--- config.mk ---
export PLATFORM = sky130hd
export DESIGN_NAME = stack_bytecode_executor
export DESIGN_NICKNAME = d
export VERILOG_FILES = /design/src/hw/rtl/sbe_pkg.sv /design/src/hw/rtl/sbe_stack_ram.sv /design/src/hw/rtl/sbe_mod_reduce.sv /design/src/hw/rtl/stack_bytecode_executor.sv
export VERILOG_INCLUDE_DIRS = /design/src /design/src/hw/rtl
export SDC_FILE = /design/constraint.sdc
export NUM_CORES = 2
export LEC_CHECK = 0
export BUFFER_PORTS_ARGS = -buffer_cell sky130_fd_sc_hd__buf_2
export CAP_MARGIN = 30
export CORE_AREA = 2 2 514 516
export CTS_BUF_LIST = sky130_fd_sc_hd__clkbuf_4 sky130_fd_sc_hd__clkbuf_8
export DETAILED_ROUTE_END_ITERATION = 10
export DIE_AREA = 0 0 516 518
export PLACE_DENSITY = 0.66
export SLEW_MARGIN = 0
export SYNTH_ARGS = -nofsm -noshare
export SYNTH_HDL_FRONTEND = slang
export SYNTH_SLANG_ARGS = --single-unit
--- constraint.sdc ---
create_clock -name clock -period 19.51 [get_ports clock]
set_input_delay 1.951 -clock clock [delete_from_list [all_inputs] [get_ports clock]]
set_output_delay 1.951 -clock clock [all_outputs]
set_load 0.05 [all_outputs]
--- src/hw/rtl/stack_bytecode_executor_macros.svh ---
// ----------------------------------------------------------------------------
// Stack bytecode executor assertion macros
// Shared concurrent assertion forms used by the executor RTL.
// ----------------------------------------------------------------------------
`ifndef STACK_BYTECODE_EXECUTOR_MACROS_SVH
`define STACK_BYTECODE_EXECUTOR_MACROS_SVH

// condition holds on every clock edge out of reset
`define SBE_ASSERT_ALWAYS(label, clk, rst, cond) \
   label: assert property (@(posedge clk) disable iff (rst) (cond)) \
      else $error("sbe: invariant violated");

// consequent holds in the same cycle as the antecedent
`define SBE_ASSERT_IMPLIES(label, clk, rst, ante, cons) \
   label: assert property (@(posedge clk) disable iff (rst) (ante) |-> (cons)) \
      else $error("sbe: implication violated");

// consequent holds in the cycle after the antecedent
`define SBE_ASSERT_NEXT(label, clk, rst, ante, cons) \
   label: assert property (@(posedge clk) disable iff (rst) (ante) |=> (cons)) \
      else $error("sbe: next-cycle implication violated");

`endif

--- src/hw/rtl/sbe_pkg.sv ---
// ----------------------------------------------------------------------------
// sbe_pkg
// Types and constants shared by the stack bytecode executor modules.
// ----------------------------------------------------------------------------
package sbe_pkg;

   localparam int unsigned STACK_DEPTH_DEF   = 64;
   localparam int unsigned LOCAL_COUNT_DEF   = 3;
   localparam int unsigned PROGRAM_WORDS_DEF = 256;

   localparam int WORD_W  = 32;
   localparam int OP_W    = 4;
   localparam int MOD_W   = 30;
   localparam int FAULT_W = 2;

   localparam logic [WORD_W-1:0] MOD_PRIME   = 32'd1000000007;
   localparam logic [WORD_W-1:0] COUNT_RESET = 32'd800000;
   // local slot that holds the loop bound
   localparam int unsigned COUNT_SLOT = 2;

   typedef enum logic [OP_W-1:0] {
      OP_PUSH  = 4'd0,
      OP_LOAD  = 4'd1,
      OP_STORE = 4'd2,
      OP_ADD   = 4'd3,
      OP_MUL   = 4'd4,
      OP_SUB   = 4'd5,
      OP_LT    = 4'd6,
      OP_JZ    = 4'd7,
      OP_JMP   = 4'd8,
      OP_HALT  = 4'd9
   } opcode_type;

   typedef enum logic [FAULT_W-1:0] {
      FAULT_NONE      = 2'd0,
      FAULT_UNDERFLOW = 2'd1,
      FAULT_OVERFLOW  = 2'd2,
      FAULT_BAD_SLOT  = 2'd3
   } fault_type;

endpackage

--- src/hw/rtl/sbe_stack_ram.sv ---
// ----------------------------------------------------------------------------
// sbe_stack_ram
// Operand stack storage: one write port, one read port, registered read data.
// ----------------------------------------------------------------------------
module sbe_stack_ram #(
   parameter int unsigned DEPTH = sbe_pkg::STACK_DEPTH_DEF,
   parameter int unsigned WIDTH = sbe_pkg::WORD_W
) (
   input  logic                     clock,
   input  logic                     wr_en,
   input  logic [$clog2(DEPTH)-1:0] wr_addr,
   input  logic [WIDTH-1:0]         wr_data,
   input  logic [$clog2(DEPTH)-1:0] rd_addr,
   output logic [WIDTH-1:0]         rd_data
);

   logic [WIDTH-1:0] mem [DEPTH];
   logic [WIDTH-1:0] rd_data_ff;

   always_ff @(posedge clock) begin
      if (wr_en) begin
         mem[wr_addr] <= wr_data;
      end
      rd_data_ff <= mem[rd_addr];
   end

   assign rd_data = rd_data_ff;

endmodule

--- src/hw/rtl/sbe_mod_reduce.sv ---
// ----------------------------------------------------------------------------
// sbe_mod_reduce
// Reduces a 32-bit word modulo the prime 1000000007.
// ----------------------------------------------------------------------------
module sbe_mod_reduce (
   input  logic [sbe_pkg::WORD_W-1:0] value,
   output logic [sbe_pkg::MOD_W-1:0]  residue
);

   logic [sbe_pkg::WORD_W:0] value_ext;
   logic [sbe_pkg::WORD_W:0] rem;
   logic [sbe_pkg::WORD_W:0] bound;

   // a 32-bit word holds at most four multiples of the prime; the compares are
   // independent and the largest multiple that fits wins
   always_comb begin
      value_ext = {1'b0, value};
      rem       = value_ext;
      bound     = '0;
      for (int k = 1; k <= 4; k++) begin
         bound = (sbe_pkg::WORD_W + 1)'(sbe_pkg::MOD_PRIME) * (sbe_pkg::WORD_W + 1)'(k);
         if (value_ext >= bound) begin
            rem = value_ext - bound;
         end
      end
   end

   assign residue = rem[sbe_pkg::MOD_W-1:0];

endmodule

--- src/hw/rtl/stack_bytecode_executor.sv ---
// ----------------------------------------------------------------------------
// stack_bytecode_executor
// Executes one decoded stack-machine instruction per request word and returns
// the next fetch address, the top of stack, the halt status and the fault code.
// ----------------------------------------------------------------------------
// Each accepted request word waits in the execute register until the response
// register can take its result; the result is then registered there. With the
// response side taking words, one instruction completes every cycle: the top
// of stack lives in a register and the entry below it is read ahead from the
// stack RAM, addressed by the stack pointer that the executing instruction
// leaves behind, so the RAM read port never stalls the pipe. A stalled response
// holds one word in the execute register and one in the response register
// before request ready drops. Writing the CSR loads local slot two directly.
// No clearing pass follows reset.
// ----------------------------------------------------------------------------
`include "stack_bytecode_executor_macros.svh"

module stack_bytecode_executor #(
   parameter int unsigned STACK_DEPTH   = sbe_pkg::STACK_DEPTH_DEF,
   parameter int unsigned LOCAL_COUNT   = sbe_pkg::LOCAL_COUNT_DEF,
   parameter int unsigned PROGRAM_WORDS = sbe_pkg::PROGRAM_WORDS_DEF
) (
   input  logic                               clock,
   input  logic                               reset,
   input  logic                               csr_wr_en,
   input  logic [sbe_pkg::WORD_W-1:0]         csr_wr_data,
   input  logic                               req_valid,
   output logic                               req_ready,
   input  logic [sbe_pkg::OP_W-1:0]           req_op,
   input  logic [sbe_pkg::WORD_W-1:0]         req_operand,
   output logic                               rsp_valid,
   input  logic                               rsp_ready,
   output logic [$clog2(PROGRAM_WORDS)-1:0]   rsp_next_pc,
   output logic [sbe_pkg::WORD_W-1:0]         rsp_top_value,
   output logic [sbe_pkg::MOD_W-1:0]          rsp_result_mod,
   output logic                               rsp_halted,
   output logic [sbe_pkg::FAULT_W-1:0]        rsp_fault
);

   localparam int SP_W   = $clog2(STACK_DEPTH + 1);
   localparam int ADDR_W = $clog2(STACK_DEPTH);
   localparam int SLOT_W = $clog2(LOCAL_COUNT);
   localparam int PC_W   = $clog2(PROGRAM_WORDS);
   localparam int W      = sbe_pkg::WORD_W;

   localparam logic [SP_W-1:0] SP_FULL = SP_W'(STACK_DEPTH);
   localparam logic [PC_W:0]   PW_EXT  = (PC_W + 1)'(PROGRAM_WORDS);
   localparam logic [W-1:0]    PW_WORD = W'(PROGRAM_WORDS);
   // floor(2^32 / PROGRAM_WORDS): quotient estimate is low by at most one
   localparam logic [2*W-1:0]  RECIP_FULL = (64'd1 << W) / 64'(PROGRAM_WORDS);
   localparam logic [W-1:0]    RECIP      = RECIP_FULL[W-1:0];

   // execute stage
   logic                 ex_valid_ff;
   logic                 ex_valid_in;
   logic [sbe_pkg::OP_W-1:0] ex_op_ff;
   logic [W-1:0]         ex_arg_ff;
   logic [W-1:0]         ex_quot_ff;
   logic [2*W-1:0]       quot_prod;
   logic                 ex_fire;
   logic                 req_fire;

   // architectural state
   logic [SP_W-1:0]      sp_ff, sp_in;
   logic [W-1:0]         tos_ff, tos_in;
   logic [PC_W-1:0]      pc_ff, pc_in;
   logic                 halted_ff, halted_in;
   sbe_pkg::fault_type   fault_ff, fault_in;
   logic [W-1:0]         slot_ff [LOCAL_COUNT];
   logic                 slot_we;

   // stack RAM
   logic                 ram_we;
   logic [ADDR_W-1:0]    ram_waddr;
   logic [W-1:0]         ram_wdata;
   logic [ADDR_W-1:0]    ram_raddr;
   logic [W-1:0]         nos;

   // datapath
   logic [SLOT_W-1:0]    slot_idx;
   logic                 slot_bad;
   logic [W-1:0]         slot_val;
   logic [W-1:0]         push_val;
   logic [2*W-1:0]       mul_full;
   logic [W-1:0]         alu_res;
   logic [PC_W:0]        pc_sum1, pc_sum2;
   logic [PC_W-1:0]      pc_inc1, pc_inc2;
   logic [W-1:0]         jmp_rem, jmp_word;
   logic [PC_W-1:0]      jmp_tgt;
   logic [W-1:0]         cur_top;
   logic [sbe_pkg::MOD_W-1:0] cur_mod;

   // response register
   logic                 rsp_valid_ff;
   logic [PC_W-1:0]      rsp_pc_ff;
   logic [W-1:0]         rsp_top_ff;
   logic [sbe_pkg::MOD_W-1:0] rsp_mod_ff;
   logic                 rsp_halted_ff;
   sbe_pkg::fault_type   rsp_fault_ff;

   assign ex_fire   = ex_valid_ff && (!rsp_valid_ff || rsp_ready);
   assign req_ready = !ex_valid_ff || ex_fire;
   assign req_fire  = req_valid && req_ready;

   always_comb begin
      ex_valid_in = ex_valid_ff;
      if (req_fire) begin
         ex_valid_in = 1'b1;
      end else if (ex_fire) begin
         ex_valid_in = 1'b0;
      end
   end

   // quotient estimate for the jump target, finished in the execute stage
   assign quot_prod = 64'(req_operand) * 64'(RECIP);

   always_ff @(posedge clock) begin
      if (reset) begin
         ex_valid_ff <= 1'b0;
      end else begin
         ex_valid_ff <= ex_valid_in;
      end
   end

   always_ff @(posedge clock) begin
      if (req_fire) begin
         ex_op_ff   <= req_op;
         ex_arg_ff  <= req_operand;
         ex_quot_ff <= quot_prod[2*W-1:W];
      end
   end

   // ------------------------------------------------------------------
   // operand decode and arithmetic
   // ------------------------------------------------------------------
   assign slot_idx = ex_arg_ff[SLOT_W-1:0];
   assign slot_bad = ex_arg_ff >= W'(LOCAL_COUNT);
   assign slot_val = slot_bad ? '0 : slot_ff[slot_idx];
   assign push_val = (ex_op_ff == sbe_pkg::OP_LOAD) ? slot_val : ex_arg_ff;
   assign mul_full = nos * tos_ff;

   always_comb begin
      case (ex_op_ff)
         sbe_pkg::OP_ADD: alu_res = nos + tos_ff;
         sbe_pkg::OP_MUL: alu_res = mul_full[W-1:0];
         sbe_pkg::OP_SUB: alu_res = nos - tos_ff;
         default:         alu_res = {{(W-1){1'b0}}, nos < tos_ff};
      endcase
   end

   always_comb begin
      pc_sum1  = {1'b0, pc_ff} + (PC_W + 1)'(1);
      pc_sum2  = {1'b0, pc_ff} + (PC_W + 1)'(2);
      pc_inc1  = (pc_sum1 >= PW_EXT) ? PC_W'(pc_sum1 - PW_EXT) : pc_sum1[PC_W-1:0];
      pc_inc2  = (pc_sum2 >= PW_EXT) ? PC_W'(pc_sum2 - PW_EXT) : pc_sum2[PC_W-1:0];
      // remainder lands below twice the program size; fold once
      jmp_rem  = ex_arg_ff - ex_quot_ff * PW_WORD;
      jmp_word = (jmp_rem >= PW_WORD) ? jmp_rem - PW_WORD : jmp_rem;
      jmp_tgt  = jmp_word[PC_W-1:0];
   end

   // ------------------------------------------------------------------
   // execute: next architectural state
   // ------------------------------------------------------------------
   always_comb begin
      sp_in     = sp_ff;
      tos_in    = tos_ff;
      pc_in     = pc_ff;
      halted_in = halted_ff;
      fault_in  = fault_ff;
      slot_we   = 1'b0;
      ram_we    = 1'b0;
      ram_waddr = ADDR_W'(sp_ff);
      ram_wdata = push_val;
      if (ex_fire && !halted_ff) begin
         unique case (ex_op_ff) inside
            sbe_pkg::OP_PUSH, sbe_pkg::OP_LOAD: begin
               if ((ex_op_ff == sbe_pkg::OP_LOAD) && slot_bad) begin
                  fault_in  = sbe_pkg::FAULT_BAD_SLOT;
                  halted_in = 1'b1;
               end else if (sp_ff == SP_FULL) begin
                  fault_in  = sbe_pkg::FAULT_OVERFLOW;
                  halted_in = 1'b1;
               end else begin
                  ram_we    = 1'b1;
                  ram_waddr = ADDR_W'(sp_ff);
                  ram_wdata = push_val;
                  sp_in     = sp_ff + SP_W'(1);
                  tos_in    = push_val;
                  pc_in     = pc_inc2;
               end
            end
            sbe_pkg::OP_STORE: begin
               if (slot_bad) begin
                  fault_in  = sbe_pkg::FAULT_BAD_SLOT;
                  halted_in = 1'b1;
               end else if (sp_ff == '0) begin
                  fault_in  = sbe_pkg::FAULT_UNDERFLOW;
                  halted_in = 1'b1;
               end else begin
                  slot_we = 1'b1;
                  sp_in   = sp_ff - SP_W'(1);
                  tos_in  = nos;
                  pc_in   = pc_inc2;
               end
            end
            sbe_pkg::OP_ADD, sbe_pkg::OP_MUL, sbe_pkg::OP_SUB, sbe_pkg::OP_LT: begin
               if (sp_ff < SP_W'(2)) begin
                  fault_in  = sbe_pkg::FAULT_UNDERFLOW;
                  halted_in = 1'b1;
               end else begin
                  ram_we    = 1'b1;
                  ram_waddr = ADDR_W'(sp_ff - SP_W'(2));
                  ram_wdata = alu_res;
                  sp_in     = sp_ff - SP_W'(1);
                  tos_in    = alu_res;
                  pc_in     = pc_inc1;
               end
            end
            sbe_pkg::OP_JZ: begin
               if (sp_ff == '0) begin
                  fault_in  = sbe_pkg::FAULT_UNDERFLOW;
                  halted_in = 1'b1;
               end else begin
                  sp_in  = sp_ff - SP_W'(1);
                  tos_in = nos;
                  pc_in  = (tos_ff == '0) ? jmp_tgt : pc_inc2;
               end
            end
            sbe_pkg::OP_JMP: begin
               pc_in = jmp_tgt;
            end
            sbe_pkg::OP_HALT: begin
               if (sp_ff == '0) begin
                  fault_in = sbe_pkg::FAULT_UNDERFLOW;
               end
               halted_in = 1'b1;
            end
            default: begin
               pc_in = pc_inc1;
            end
         endcase
      end
   end

   // prefetch the entry below the top for whatever stack pointer comes next;
   // the write of this cycle always lands one entry higher
   assign ram_raddr = ADDR_W'(sp_in - SP_W'(2));

   sbe_stack_ram #(
      .DEPTH (STACK_DEPTH),
      .WIDTH (W)
   ) u_stack_ram (
      .clock   (clock),
      .wr_en   (ram_we),
      .wr_addr (ram_waddr),
      .wr_data (ram_wdata),
      .rd_addr (ram_raddr),
      .rd_data (nos)
   );

   always_ff @(posedge clock) begin
      if (reset) begin
         sp_ff     <= '0;
         pc_ff     <= '0;
         halted_ff <= 1'b0;
         fault_ff  <= sbe_pkg::FAULT_NONE;
         for (int i = 0; i < LOCAL_COUNT; i++) begin
            slot_ff[i] <= (i == sbe_pkg::COUNT_SLOT) ? sbe_pkg::COUNT_RESET : '0;
         end
      end else begin
         sp_ff     <= sp_in;
         pc_ff     <= pc_in;
         halted_ff <= halted_in;
         fault_ff  <= fault_in;
         if (slot_we) begin
            slot_ff[slot_idx] <= tos_ff;
         end
         // CSR write wins over a store to the same slot
         if (csr_wr_en) begin
            slot_ff[sbe_pkg::COUNT_SLOT] <= csr_wr_data;
         end
      end
   end

   always_ff @(posedge clock) begin
      tos_ff <= tos_in;
   end

   // ------------------------------------------------------------------
   // response
   // ------------------------------------------------------------------
   // the stack never moves on a halting step, so the current top is the one reported
   assign cur_top = (sp_ff == '0) ? '0 : tos_ff;

   sbe_mod_reduce u_mod_reduce (
      .value   (cur_top),
      .residue (cur_mod)
   );

   always_ff @(posedge clock) begin
      if (reset) begin
         rsp_valid_ff <= 1'b0;
      end else if (ex_fire) begin
         rsp_valid_ff <= 1'b1;
      end else if (rsp_ready) begin
         rsp_valid_ff <= 1'b0;
      end
   end

   always_ff @(posedge clock) begin
      if (ex_fire) begin
         rsp_pc_ff     <= pc_in;
         rsp_top_ff    <= (sp_in == '0) ? '0 : tos_in;
         rsp_mod_ff    <= halted_in ? cur_mod : '0;
         rsp_halted_ff <= halted_in;
         rsp_fault_ff  <= fault_in;
      end
   end

   assign rsp_valid      = rsp_valid_ff;
   assign rsp_next_pc    = rsp_pc_ff;
   assign rsp_top_value  = rsp_top_ff;
   assign rsp_result_mod = rsp_mod_ff;
   assign rsp_halted     = rsp_halted_ff;
   assign rsp_fault      = rsp_fault_ff;

   // ------------------------------------------------------------------
   // assertions
   // ------------------------------------------------------------------
   `SBE_ASSERT_ALWAYS(a_sp_in_range, clock, reset, sp_ff <= SP_FULL)
   `SBE_ASSERT_IMPLIES(a_fault_halts, clock, reset, fault_ff != sbe_pkg::FAULT_NONE, halted_ff)
   `SBE_ASSERT_NEXT(a_halt_sticky, clock, reset, halted_ff, halted_ff && $stable(sp_ff))
   `SBE_ASSERT_IMPLIES(a_mod_bound, clock, reset, rsp_valid_ff, rsp_mod_ff < sbe_pkg::MOD_W'(sbe_pkg::MOD_PRIME))

endmodule
**Word level (Yosys, flattened, before mapping)**

Memory sizes are Yosys's and may differ from the RTL's. A register that Yosys moved wholly into a read port is not among the register bits.
Cells that the tools add are included.

- Eq/ne operators: 11
- $mul: 1
- Add/sub/neg operators: 16
- Multiplexer cells: 82
- Magnitude comparators: 10
- Bitwise gates (word level): 4
- Reduce and logical (&&, ||, !) cells: 19

Operators with widths:

| operator | count |
|---|---|
| $mux 32 | 14 |
| $pmux 32 s4 | 1 |
| $mux 30 | 4 |
| $sub 30x30->30 const B | 4 |
| $pmux 32 s3 | 1 |
| $mux 8 | 11 |
| $ge 32x32->1 const B | 2 |
| $sub 32x32->32 | 2 |
| $pmux 8 s6 | 1 |
| $mux 7 | 6 |
| $add 32x32->32 | 1 |
| $ge 32x2->1 const B | 1 |
| $ge 32x30->1 const B | 1 |
| $ge 32x31->1 const B | 1 |
| $ge 32x9->1 const B | 1 |
| $logic_not 32->1 | 1 |
| $lt 32x32->1 | 1 |
| $mul 32x32->32 | 1 |
| $reduce_or 32->1 | 1 |
| $mux 1 | 29 |
| $pmux 7 s4 | 1 |
| $sub 8x1->8 const B | 3 |
| $ge 9x9->1 const B | 2 |
| $mux 6 | 3 |
| other kinds (27) | 50 |

- Word-level logic and storage cells: 160
- Memories: 2
- Output and inout port bits: 75
- Register bits: 185
- Bits in writable memories: 2144

Memories:

| name | words | width | read ports | clocked after Yosys merged registers in | wr ports | line | RTL |
|---|---|---|---|---|---|---|---|
| u_stack_ram.mem | 64 | 32 | 1 | 1 | 1 | sbe_stack_ram.sv:17 | `logic [WIDTH-1:0] mem [DEPTH];` |
| slot_ff | 3 | 32 | 1 | 1 | 3 | stack_bytecode_executor.sv:69 | `logic [W-1:0] slot_ff [LOCAL_COUNT];` |

**Longest topological paths before layout**

- Depth after elaboration: 11
- Gate-level depth with buffers: 30
- Gate-level depth less buffers: 28

**Hierarchy**

From an unflattened synthesis, not the netlist that was laid out.

- Cells, all modules: 7357
- Area, all modules: 114876.4 sq um

By module, submodules not included:

| module | cells each | sequential area each (sq um) | instances | area each (sq um) |
|---|---|---|---|---|
| sbe_stack_ram | 3324 | 62139.6 | 1 | 78512.8 |
| stack_bytecode_executor | 3573 | 8197.9 | 1 | 33559.7 |
| sbe_mod_reduce | 460 | 0.0 | 1 | 2803.9 |

**Worst setup path before layout**

No wires, ideal clock.

- Path kind: flip-flop to flip-flop
- From: register tos_ff[5]
- To: memory u_stack_ram.mem[0][27] (netlist name), data pin
- Library setup time: 701 ps
- Arrival: 9334 ps
- Data required time: 18809 ps
- Slack: 9475 ps
- Cell stages (with the launch flop): 25
- Cell sequence: dfxtp_1 > clkbuf_1 > clkbuf_1 > clkbuf_1 > and2_1 > fa_1 > fa_1 > fa_1 > inv_1 > fa_1 > inv_1 > fa_1 > ha_1 > fa_1 > fa_1 > ha_1 > clkbuf_1 > a21o_1 > a21o_1 > a21oi_1 > o2111ai_1 > a311oi_1 > o21ai_0 > o32a_1 > o21ai_0

- Longest elaborated chain between the ends: 5
- Elaborated cells on any way between the ends: 7

RTL lines:

| item | line | RTL |
|---|---|---|
| start: declaration | stack_bytecode_executor.sv:65 | `logic [W-1:0] tos_ff, tos_in;` |
| start signal: assignment | stack_bytecode_executor.sv:287 | `tos_ff <= tos_in;` |
| $mul 32x32->32, or another cell as far along | stack_bytecode_executor.sv:140 | `assign mul_full = nos * tos_ff;` |
| $pmux 32 s3 (*) | stack_bytecode_executor.sv:143 | `case (ex_op_ff)` |
| $mux 32 (*) | stack_bytecode_executor.sv:208 | `if (sp_ff < SP_W'(2)) begin` |
| $mux 32 (*) | n/a |  |
| $mux 32 (*) | stack_bytecode_executor.sv:175 | `if (ex_fire && !halted_ff) begin` |
| via ram_wdata[27] | stack_bytecode_executor.sv:75 | `logic [W-1:0] ram_wdata;` |
| end: declaration | sbe_stack_ram.sv:17 |  |

Mark *: on every way through the listed nets, which the timed path passes. The rest lies on a longest branch.

**Final worst setup path**

- From: register u_stack_ram.rd_data_ff[1], in the netlist u_stack_ram.rd_data[1], read port of u_stack_ram.mem
- To: register rsp_top_ff[21], in the netlist rsp_top_value[21], data pin

- Longest elaborated chain between the ends: 5
- Elaborated cells on any way between the ends: 7

RTL lines:

| item | line | RTL |
|---|---|---|
| start: declaration | sbe_stack_ram.sv:18 | `logic [WIDTH-1:0] rd_data_ff;` |
| $mul 32x32->32, or another cell as far along | stack_bytecode_executor.sv:140 |  |
| $pmux 32 s3 (*) | stack_bytecode_executor.sv:143 |  |
| $mux 32 (*) | stack_bytecode_executor.sv:208 |  |
| $pmux 32 s4 (*) | stack_bytecode_executor.sv:176 | `unique case (ex_op_ff) inside` |
| $mux 32 (*) | stack_bytecode_executor.sv:175 |  |
| via tos_in[21] | stack_bytecode_executor.sv:65 |  |
| end signal: assignment | stack_bytecode_executor.sv:314 | `rsp_top_ff <= (sp_in == '0) ? '0 : tos_in;` |
| end: declaration | stack_bytecode_executor.sv:96 | `logic [W-1:0] rsp_top_ff;` |

Marks and branches as above.
A chain may end at the register's enable or synchronous reset.

==> parameters.txt <==
Parameter                              Value

Pwr
  Leakage power total ... 47.5 nW
  Worst VDD drop ... 0.000625 V
  Power density normalized to cell area ... 146 mW/mm2

Global routing
  Antenna violations before repair ... 39
  Number of global-route vias before repair ... 80907
  Global-route usage over all layers ... 30.5%
  Maximum number of pins on one net before global-route repair ... 160
  Total congestion overflow ... 0
  Global-route wire length before repair ... 589000 um

Drt
  Post-detailed-route via-to-cell ratio ... 6.26
  Detailed-routing iteration count for the pre-antenna-repair pass ... 8
  First-iteration detailed-routing DRC count ... 12163
  Average wire per cell in the routed design ... 31.2 um
  Number of routed nets with antenna violations ... 0
  DRC Markers ... 0
  Aggregate routed wire length ... 416000 um
  Via count ... 83447

Logic synthesis
  Number of enable flip-flop cells after synthesis ... 2285
  Number of synthesis warnings ... 0
  Fraction of the yosys area taken by sequential cells ... 59.9%
  Synth async-reset ratio ... 0%
  Primary flip-flop cell chosen by synthesis mapping ... sky130_fd_sc_hd__edfxtp_1
  Post-synthesis instance total ... roughly 9200
  Number of synthesized register bits ... 2371
  Library cells used by synthesis ... 98
  Mapped Area ... between 0.1 and 0.15 mm2
  Avg Cell Area, Syn ... approximately 13 um2

Hold path
  Hold WC Path Type ... reg2reg
  Hold Crit Start ... ex_valid_ff

Final layout
  Area taken by flip-flops and latches ... between 0.07 and 0.08 mm2
  Synth-to-Final Area Change ... 11.8%
  Final layout net count ... between 10000 and 15000
  Fraction of layout cells with a size suffix above 1 ... between 10% and 20%
  Filler cells ... 22501
  Cell area after layout ... 0.131 mm2
  Area of the multi-input gates ... 0.0436 mm2

Critical path
  Critical R2R Launch ... u_stack_ram.rd_data[1]
  Worst setup path startpoint ... u_stack_ram.rd_data[1]
  Critical path start-end classification ... reg2reg
  Setup crit start kind ... register
  Crit Path Max Fanout ... 14
  Required arrival time at the worst endpoint ... 20210 ps
  Worst setup EP type ... register
  Worst reg2reg setup slack ... 10060 ps
  Critical path arrival ... roughly 10000 ps

Run status
  Result of the run ... finished, final reports clean

STA
  Worst Max-Slew Pin Slew ... approximately 1200 ps
  Final setup viols ... 0
  Unrepaired setup endpoints after global routing ... false
  Final Hold Fails ... 0
  Largest clock skew in the final design ... 154 ps
  Fin crit period ... 9450 ps
  Setup TNS ... 0 ps
  Setup slack of the critical path after layout ... 10060 ps
  Pins over their slew limit ... 0
  Relative slew margins ... 19.3%
  Share of the cycle needed by the critical path after routing ... 48.4%
  Highest clock frequency the design can meet ... about 0.11 GHz

Clock network
  Clock tree from TritonCTS ... done
  Setup bufs post-CTS ... 0
  Cell chosen for the clock root ... sky130_fd_sc_hd__clkbuf_8
  CTS H-tree lvls ... 5
  Largest buffer count on any clock path ... 4
  Insertion delay to the later sink of the worst-skew pair ... 1060 ps
  Total CTS buffers ... 390
  Post-cts resize count ... 0
  Clock slew seen by the registers of the worst setup and hold paths ... 70 ps
  Count of clock tree sinks ... 2371
  Cts hold-fix bufs ... 0

Placed design
  Placer's final routability congestion estimate ... 0.987
  Post-Place Cell Area ... 0.123 mm2
  Setup slack at placement ... 10550 ps
  Detailed Place HPWL ... 262000 um
  Input/output buffers ... 147

Floorplan
  Area of the die ... 0.267 mm2
  Starting Density ... 44.9%
  Die outline height ... 518 um
  Width of the die ... approximately 520 um
  Number of I/O pins ... between 100 and 150
  Area of the placeable core ... approximately 0.26 mm2
  Placement Rows ... 188

Job
  Max capacitance violation total ... 0
-- worst paths after layout --
kind,endpoint,cells after the start
max,rsp_top_value[21],26
min,rsp_valid,2
max reg2reg,rsp_top_value[21],26
min reg2reg,rsp_valid,2
-- cells in the final DEF, fill, tap and decap left out, types with 73 or more instances in the layout --
cell type	count
sky130_fd_sc_hd__edfxtp_1	2285
sky130_fd_sc_hd__and2_1	356
sky130_fd_sc_hd__and3_1	258
sky130_fd_sc_hd__nor2_4	73
sky130_fd_sc_hd__buf_4	287
sky130_fd_sc_hd__fa_1	410
sky130_fd_sc_hd__clkbuf_4	146
sky130_fd_sc_hd__a31oi_1	150
sky130_fd_sc_hd__nand2_1	1599
sky130_fd_sc_hd__mux2i_1	134
sky130_fd_sc_hd__ha_1	201
sky130_fd_sc_hd__a21oi_1	255
sky130_fd_sc_hd__dfxtp_1	83
sky130_fd_sc_hd__buf_2	158
sky130_fd_sc_hd__inv_1	454
sky130_fd_sc_hd__mux4_2	152
sky130_fd_sc_hd__clkinv_1	75
sky130_fd_sc_hd__nand3_1	298
sky130_fd_sc_hd__o21ai_0	204
sky130_fd_sc_hd__xnor2_1	78
sky130_fd_sc_hd__a211oi_1	196
sky130_fd_sc_hd__nor2_1	265
sky130_fd_sc_hd__a311oi_1	180
sky130_fd_sc_hd__clkbuf_8	407
-- per-layer routing --
layer	global-route usage, %	share of wire [%]	wire length, um	vias to the layer above
met5	0	0.025	104	-
met4	17.3	6.5	27000	16
met3	6.95	11	45700	1095
met2	46.9	46	189000	5568
met1	39.9	37	154000	42134
li1	-	-	-	34634
-- report_power, final --
part / internal [mW] / leakage [nW] / switching [mW]
clock network: 2.40 / 4.09 / 2.03
registers: 5.65 / 21.5 / 0.0648
logic: 3.55 / 21.9 / 5.50
-- critical path, cell delays in order, from the launching register on --
cell and delay [ps]:
sky130_fd_sc_hd__dfxtp_1 920, sky130_fd_sc_hd__inv_1 500, sky130_fd_sc_hd__buf_4 380, sky130_fd_sc_hd__nor2_1 170, sky130_fd_sc_hd__fa_1 190, sky130_fd_sc_hd__inv_1 50, sky130_fd_sc_hd__fa_1 380, sky130_fd_sc_hd__inv_1 90
sky130_fd_sc_hd__fa_1 410, sky130_fd_sc_hd__inv_1 90, sky130_fd_sc_hd__fa_1 430, sky130_fd_sc_hd__inv_1 90, sky130_fd_sc_hd__fa_1 420, sky130_fd_sc_hd__ha_1 300, sky130_fd_sc_hd__fa_1 510, sky130_fd_sc_hd__fa_1 430
sky130_fd_sc_hd__ha_1 400, sky130_fd_sc_hd__a21o_1 210, sky130_fd_sc_hd__a21o_1 160, sky130_fd_sc_hd__a21oi_1 180, sky130_fd_sc_hd__o2111ai_1 260, sky130_fd_sc_hd__a41oi_1 480, sky130_fd_sc_hd__xor2_1 400, sky130_fd_sc_hd__o22ai_1 190
sky130_fd_sc_hd__a222oi_1 980, sky130_fd_sc_hd__o22ai_1 240, sky130_fd_sc_hd__and2_1 280
-- through the flow --
step | total power [mW] | utilization (%) | hold WS (ps) | instances
6_report | 19.2 | 50.2 | 549 | 13334
3_5_place_dp | 14.6 | 47.1 | 549 | 12601
2_1_floorplan | 11.8 | - | 406 | 9264
4_1_cts | 19.0 | 50.1 | 548 | 13292
3_3_place_gp | 14.5 | 47.1 | 536 | 12586
5_1_grt | 20.2 | 50.2 | 615 | 13319
-- flip-flops by register name, indices dropped and copies added, names as in the netlist, 2 cells and up, named ones only --
signal and flops:
u_stack_ram.mem 2048, slot_ff 128, ex_arg_ff 32, rsp_top_value 32, tos_ff 32, u_stack_ram.rd_data 32
rsp_result_mod 30, pc_ff 8, rsp_next_pc 8, sp_ff 7, ex_op_ff 4, fault_ff 2
rsp_fault 2
-- cells in the mapped netlist (19+ instances only) --
cell	count	area (um2)
sky130_fd_sc_hd__nand3_1	299	1500
sky130_fd_sc_hd__inv_1	456	1710
sky130_fd_sc_hd__nand2_1	1607	6030
sky130_fd_sc_hd__a21o_1	36	270
sky130_fd_sc_hd__a211oi_1	196	1470
sky130_fd_sc_hd__buf_1	45	169
sky130_fd_sc_hd__a31oi_1	151	945
sky130_fd_sc_hd__a22o_1	55	482
sky130_fd_sc_hd__ha_1	202	2530
sky130_fd_sc_hd__and2_1	357	2230
sky130_fd_sc_hd__a221oi_1	24	210
sky130_fd_sc_hd__mux2i_1	134	1340
sky130_fd_sc_hd__a32oi_1	42	368
sky130_fd_sc_hd__or3_1	19	119
sky130_fd_sc_hd__o21ai_0	215	1080
sky130_fd_sc_hd__nand2b_1	29	181
sky130_fd_sc_hd__a311oi_1	180	1580
sky130_fd_sc_hd__a22oi_1	25	188
sky130_fd_sc_hd__xnor2_1	78	683
sky130_fd_sc_hd__nor4_1	51	319
sky130_fd_sc_hd__a21oi_1	258	1290
sky130_fd_sc_hd__edfxtp_1	2285	68600
sky130_fd_sc_hd__o31ai_1	40	300
sky130_fd_sc_hd__nor3_1	57	285
sky130_fd_sc_hd__xor2_1	19	166
sky130_fd_sc_hd__nor2b_1	30	188
sky130_fd_sc_hd__buf_2	91	455
sky130_fd_sc_hd__fa_1	410	8210
sky130_fd_sc_hd__o211ai_1	35	263
sky130_fd_sc_hd__buf_4	26	195
sky130_fd_sc_hd__mux4_2	152	3420
sky130_fd_sc_hd__nand4_1	40	250
sky130_fd_sc_hd__and3_1	258	1610
sky130_fd_sc_hd__clkbuf_1	449	1690
sky130_fd_sc_hd__dfxtp_1	86	1720
sky130_fd_sc_hd__o22ai_1	27	169
sky130_fd_sc_hd__a32o_1	40	400
sky130_fd_sc_hd__nor2_1	343	1290
sky130_fd_sc_hd__o21a_1	29	218
sky130_fd_sc_hd__a221o_1	30	300
-- cell type report --
type	count	share of cell area, %
flip-flops and latches	2371	53.6
multi-input cells	5794	33.2
clock buffers	547	5.07
well taps	3515	3.35
repair buffers	472	2.59
inverters	467	1.34
clock inverters	144	0.845
diodes	24	0.0457
-- cells by family after synthesis --
kind of cell | count (synthesis) | synth area share, %
AND/OR/NAND/NOR | 3167 | 12.5
other | 1 | 0.00319
flip-flops | 2371 | 59.9
adder cells (fa/ha/maj) | 612 | 9.14
multiplexers | 294 | 4.15
AO/OA/AOI/OAI | 1591 | 9.71
XOR/XNOR | 98 | 0.742
buffers and inverters | 1099 | 3.88
Note: power is estimated with default switching activity, not from simulation.
